## config.mk

```make
export PLATFORM = sky130hd
export DESIGN_NAME = rv64_front
export DESIGN_NICKNAME = d
export VERILOG_FILES = /design/src/hw/rtl/rv64_pkg.sv /design/src/hw/rtl/rv64_front.sv
export SDC_FILE = /design/constraint.sdc
export NUM_CORES = 1
export LEC_CHECK = 0
export ABC_AREA = 1
export ABC_CLOCK_PERIOD_IN_PS = 3500
export BUFFER_PORTS_ARGS = -buffer_cell sky130_fd_sc_hd__buf_4
export CAP_MARGIN = 20
export CORE_ASPECT_RATIO = 1.1
export CORE_UTILIZATION = 30
export DETAILED_ROUTE_END_ITERATION = 8
export SYNTH_ARGS = -nofsm -noshare
export SYNTH_HDL_FRONTEND = slang
export SYNTH_SLANG_ARGS = --single-unit
```

## constraint.sdc

```tcl
create_clock -name clk -period 3.5 [get_ports clk]
set_clock_uncertainty 0.2 [all_clocks]
set_input_delay 0.7 -clock clk [delete_from_list [all_inputs] [get_ports clk]]
set_output_delay 0.7 -clock clk [all_outputs]
set_load 0.05 [all_outputs]
```

## src/hw/rtl/rv64_pkg.sv

```systemverilog
// package for the rv64im integer execute block
// operation codes, decoded instruction struct, shared constants
package rv64_pkg;

	localparam int NumRegs = 32;
	localparam int IdxW = 5;
	localparam logic [63:0] Low32 = 64'h0000_0000_ffff_ffff;

	typedef enum logic [5:0] {
		OP_ADD = 6'd0, OP_SUB = 6'd1, OP_XOR = 6'd2, OP_OR = 6'd3, OP_AND = 6'd4,
		OP_ADDW = 6'd5, OP_SUBW = 6'd6, OP_ADDI = 6'd7, OP_ADDIW = 6'd8,
		OP_XORI = 6'd9, OP_ORI = 6'd10, OP_ANDI = 6'd11,
		OP_SLL = 6'd12, OP_SLLW = 6'd13, OP_SRL = 6'd14, OP_SRLW = 6'd15,
		OP_SRA = 6'd16, OP_SRAW = 6'd17, OP_SLLI = 6'd18, OP_SLLIW = 6'd19,
		OP_SRLI = 6'd20, OP_SRLIW = 6'd21, OP_SRAI = 6'd22, OP_SRAIW = 6'd23,
		OP_SLT = 6'd24, OP_SLTI = 6'd25, OP_SLTU = 6'd26, OP_SLTIU = 6'd27,
		OP_MUL = 6'd28, OP_MULW = 6'd29, OP_DIV = 6'd30, OP_DIVW = 6'd31,
		OP_DIVU = 6'd32, OP_REM = 6'd33, OP_REMW = 6'd34, OP_REMU = 6'd35,
		OP_REMUW = 6'd36
	} op_t;

	// decoded instruction handed from front to back
	typedef struct packed {
		logic [5:0]      mode;
		logic            wr_en;
		logic [IdxW-1:0] rd;
		logic [IdxW-1:0] rs1;
		logic [IdxW-1:0] rs2;
		logic [63:0]     imm;
	} instr_t;

	typedef enum logic [2:0] {
		ST_IDLE, ST_READ, ST_MUL, ST_DIV, ST_DONE
	} bstate_t;

endpackage

```

## src/hw/rtl/rv64_front.sv

```systemverilog
// front end: accepts instruction beats, decodes validity, queues two entries
// depends on rv64_pkg
module rv64_front (
	input  logic                clk,
	input  logic                arst_n,
	input  logic                s_tvalid,
	output logic                s_tready,
	input  logic [39:0]         s_tdata,
	output logic                q_valid,
	input  logic                q_pop,
	output rv64_pkg::instr_t    q_head
);
	import rv64_pkg::*;

	instr_t     ent_q [2];
	logic [1:0] cnt_q;
	logic       rd_q, wr_q;
	instr_t     dec;
	logic       push;

	// decode: illegal mode or zero destination means no write
	always_comb begin
		dec.mode  = s_tdata[5:0];
		dec.rd    = s_tdata[10:6];
		dec.rs1   = s_tdata[15:11];
		dec.rs2   = s_tdata[20:16];
		dec.imm   = {{52{s_tdata[32]}}, s_tdata[32:21]};
		dec.wr_en = (s_tdata[5:0] <= 6'(OP_REMUW)) && (s_tdata[10:6] != '0);
	end

	assign s_tready = (cnt_q != 2'd2);
	assign push     = s_tvalid && s_tready;
	assign q_valid  = (cnt_q != 2'd0);
	assign q_head   = ent_q[rd_q];

	// queue pointers
	always_ff @(posedge clk or negedge arst_n) begin
		if (!arst_n) begin
			cnt_q <= '0;
			rd_q  <= 1'b0;
			wr_q  <= 1'b0;
		end else begin
			if (push) wr_q <= ~wr_q;
			if (q_pop) rd_q <= ~rd_q;
			cnt_q <= cnt_q + 2'(push) - 2'(q_pop);
		end
	end

	always_ff @(posedge clk) begin
		if (push) ent_q[wr_q] <= dec;
	end
endmodule

```

=== Yosys cells after proc, flatten, opt, wreduce, memory -nomap -nowiden ===
Memories as Yosys holds them, arrays and structs flattened.
Cells that the tools add are included.

* Flip-flop bits (word level): 4
* Logic and storage cells: 16
* Memories kept: 1
* Bits in writable memories: 172

{| class="wikitable"
|+ Memory list
! name !! words !! width !! read ports !! clocked after memory_dff !! wr ports !! line !! source
|-
| ent_q || 2 || 86 || 1 || 0 || 1 || rv64_front.sv:15 || <nowiki>instr_t ent_q [2];</nowiki>
|}

* Multiplexer cells: 2
* $add $sub $neg: 2
* Equal/unequal tests: 1
* Bitwise operators: 2
* $lt $le $gt $ge: 1
* Reductions and logical operators: 4

{| class="wikitable"
|+ Operators by type and width
! kind !! number
|-
| <= comparator 6 bit (second input constant) || 1
|-
| nonzero test 5 bit || 1
|-
| adder 2 x 1 -> 2 bit || 1
|-
| logical AND 1 bit || 2
|-
| two-way mux 1 bit || 2
|-
| != test 2 bit (second input constant) || 1
|-
| NOT 1 bit || 2
|-
| nonzero test 2 bit || 1
|-
| subtractor 2 x 1 -> 2 bit || 1
|}

=== Depth between registers and ports, before layout ===
* Word-level depth: 4
* Gate-level depth with buffers: 8

=== Worst setup path before layout ===
Ideal clock, no wire load.

* Path type: flip-flop to flip-flop
* Start point: register cnt_q[1]
* End point: memory ent_q[1][0] (netlist bit), enable pin
* Data required time: 2.873 ns
* Setup slack: 0.407 ns
* Data arrival time: 2.467 ns
* Library setup time: 0.427 ns
* Cell stages (with the launch flop): 4
* Period minus slack after synthesis: 3.093 ns
* Path through: dfrtp_1 -> nand2_1 -> nand2_2 -> nor2_1

* Longest elaborated chain between the ends: 4

{| class="wikitable"
|+ Ends and longest elaborated chain
! item !! line !! source
|-
| from (decl) || rv64_front.sv:16 || <nowiki>logic [1:0] cnt_q;</nowiki>
|-
| from (signal assigned) || rv64_front.sv:45 || <nowiki>cnt_q <= cnt_q + 2'(push) - 2'(q_pop);</nowiki>
|-
| != test 2 bit || rv64_front.sv:31 || <nowiki>assign s_tready = (cnt_q != 2'd2);</nowiki>
|-
| via s_tready || rv64_front.sv:7 || <nowiki>output logic s_tready,</nowiki>
|-
| logical AND 1 bit || rv64_front.sv:32 || <nowiki>assign push = s_tvalid && s_tready;</nowiki>
|-
| two-way mux 1 bit || rv64_front.sv:50 || <nowiki>if (push) ent_q[wr_q] <= dec;</nowiki>
|-
| two-way mux 1 bit (implied by the code) || rv64_front.sv:50 ||
|-
| to (decl) || rv64_front.sv:15 ||
|}

The timed path passes the listed nets, and every way through them passes these cells.

==> metrics.txt <==
Slew Limit Fails=0; Crit path depth=3; die area=11200 sq um; CP Cell Sequence=buf_4, mux2_4, buf_4; routed len/inst=13.0 microns; startpoint types=register; top_reg_cell synth=edfxtp_1; synth top area cells=edfxtp_1 (63%), mux2_4 (13%), buf_4 (12%); Post-synth EDFFs=68; met3 wire len=482 microns; # rows=39; Global Route Usage Sum=0.0998; # clock sinks=72; Final min period=2.74 ns; Crit path required time=2.60 ns; CP Data Arrival Time=1.84 ns; pin count of the biggest net entering global routing=54; RePlAce Congestion=0.601; post-layout util=0.405; worst-path fanout max=14; die height=111 microns; max cap viols=0; Avg Inst Size Synth=17.2 sq um; Crit Path Category=reg2out; post-synthesis sequential area ratio=0.663; TritonRoute pass-1 iters=3; asr flop ratio synth=0.0556; Fmax=0.365 GHz; Final Cycle Share=0.783; Reg clk slew, reported paths=0.05 ns; initial antenna violation count=0; post-synth top area share=0.632; Vias=1711; post-synthesis instance area=3230 sq um; r2r worst-path depth=4; WL met2=2750 microns; most frequent cells in the layout=buf_4 (128), edfxtp_1 (68), mux2_4 (29); synth-to-layout area growth=31.0%; synthesis warning total=0; Yosys reg bits=72; Num CTS Buffers=9; GRT overflow=0; HP Class=reg2reg; DR vias/cell=4.07; Tightest Pin Transition=0.502 ns; first-pass GRT wire length=8020 microns; Max stage delay on crit path=0.62 ns; Die Wd=101 microns; Slowest-stage cell, CP=dfrtp_2; Root Buffer=clkbuf_16; unrepaired setup endpoints after global routing=false; Top Layer Used=met4; status=finished, final reports clean; Clock Latency Late Sink=0.33 ns; Largest delay share family, worst path=flip-flops; DRT Wirelength=5450 microns; post-CTS setup buffers=0; IO buf count=124; Nets=317; DRC=0; Final Setup Violations=0; setup TNS=0 ns; post-CTS sizing=0; final hold vios=0; Hold Path Depth=1; num ports=132; # fillers=1006; slew margin rel.=0.665; Worst Path Buf+Inv=2; commonest non-fill, non-tap cell in the layout=buf_4; post-route ant nets=0; core box area=10400 sq um; synthesized netlist cell count=188; TritonCTS clock tree=built; Distinct cells, synth=18; diodes inserted=0; DRT iter0 DRCs=48; vias in the first global route=1665; Synth area leader=edfxtp_1; Initial Utilization=0.309; Post-Route M1 WL=2140 microns; share of cells above drive strength 1=0.657; syn nets=233; Most common cell on crit path=buf_4; crit end category=output pin; H-tree levels=3; clk buf depth=2; hpwl dp=3630 microns
-- path summary, 6_finish.rpt --
check / startpoint / end / slack [ns]
setup / recovery: rd_q$_DFFE_PN0P_ / q_head[4] / 0.76
hold / removal: cnt_q[0]$_DFF_PN0_ / cnt_q[0]$_DFF_PN0_ / 0.34
setup reg to reg: cnt_q[1]$_DFF_PN0_ / ent_q[1][80]$_DFFE_PP_ / 1.66
hold reg to reg: cnt_q[0]$_DFF_PN0_ / cnt_q[0]$_DFF_PN0_ / 0.34
max in group asynchronous: arst_n / rd_q$_DFFE_PN0P_ / 2.49
min in group asynchronous: arst_n / wr_q$_DFFE_PN0P_ / 0.50
-- layer usage --
layer / vias to the layer above / global-route usage
met3: 5 / 0.0397
met4: 0 / 0.0522
met2: 100 / 0.167
li1: 789 / -
met5: - / 0
met1: 817 / 0.108
-- sequential cells by signal (all words and copies together) (netlist names) --
signal	count
cnt_q	2
wr_q	1
ent_q	68
rd_q	1
-- cell type report --
class                      instances  area [sq um]  share of cell area
inverter                           2          7.51             0.00177
clock inverter                     6          67.6              0.0160
sequential                        72          2140               0.506
clock buffer                      10           229              0.0541
multi-input combinational         58           636               0.150
timing repair buffer             129           971               0.229
tap                              143           179              0.0423
-- cell families after synthesis --
kind of cell,Yosys count,synth area share
adders and majority gates,1,0.00387
xor gates and xnor gates,4,0.0108
buffers and inverters,58,0.145
muxes,34,0.152
DFF,72,0.663
and+or+nand+nor,16,0.0205
AOI/OAI and AO/OA,3,0.00464
-- synth_stat cells, types with 2 or more instances --
library cell	number
nor2_1	7
nand2_1	6
inv_1	2
buf_4	52
edfxtp_1	68
xnor2_1	2
mux2_4	29
buf_12	3
a21oi_1	2
xor2_1	2
mux2_2	5
dfrtp_1	4
-- timing repair --
item | in CTS | in global routing
endpoints found under the setup margin | 0 | 0
hold buffers | 1 | 0
endpoints found under the hold margin | 4 | 0
-- per-stage QoR --
step / setup WS [ns] / area (sq um) / cells / hold slack (ns)
after floorplan: 0.407 / 3230 / 188 / 0.204
after global placement: 1.03 / 3930 / 403 / 0.299
after detailed placement: 1.03 / 3930 / 403 / 0.301
after CTS: 0.663 / 4230 / 420 / 0.339
after global routing: 0.651 / 4230 / 420 / 0.334
final: 0.759 / 4230 / 420 / 0.342
Power is left out: the tool's default activity adds up to more than one toggle a clock period on the data nets, which glitch-free logic cannot reach.
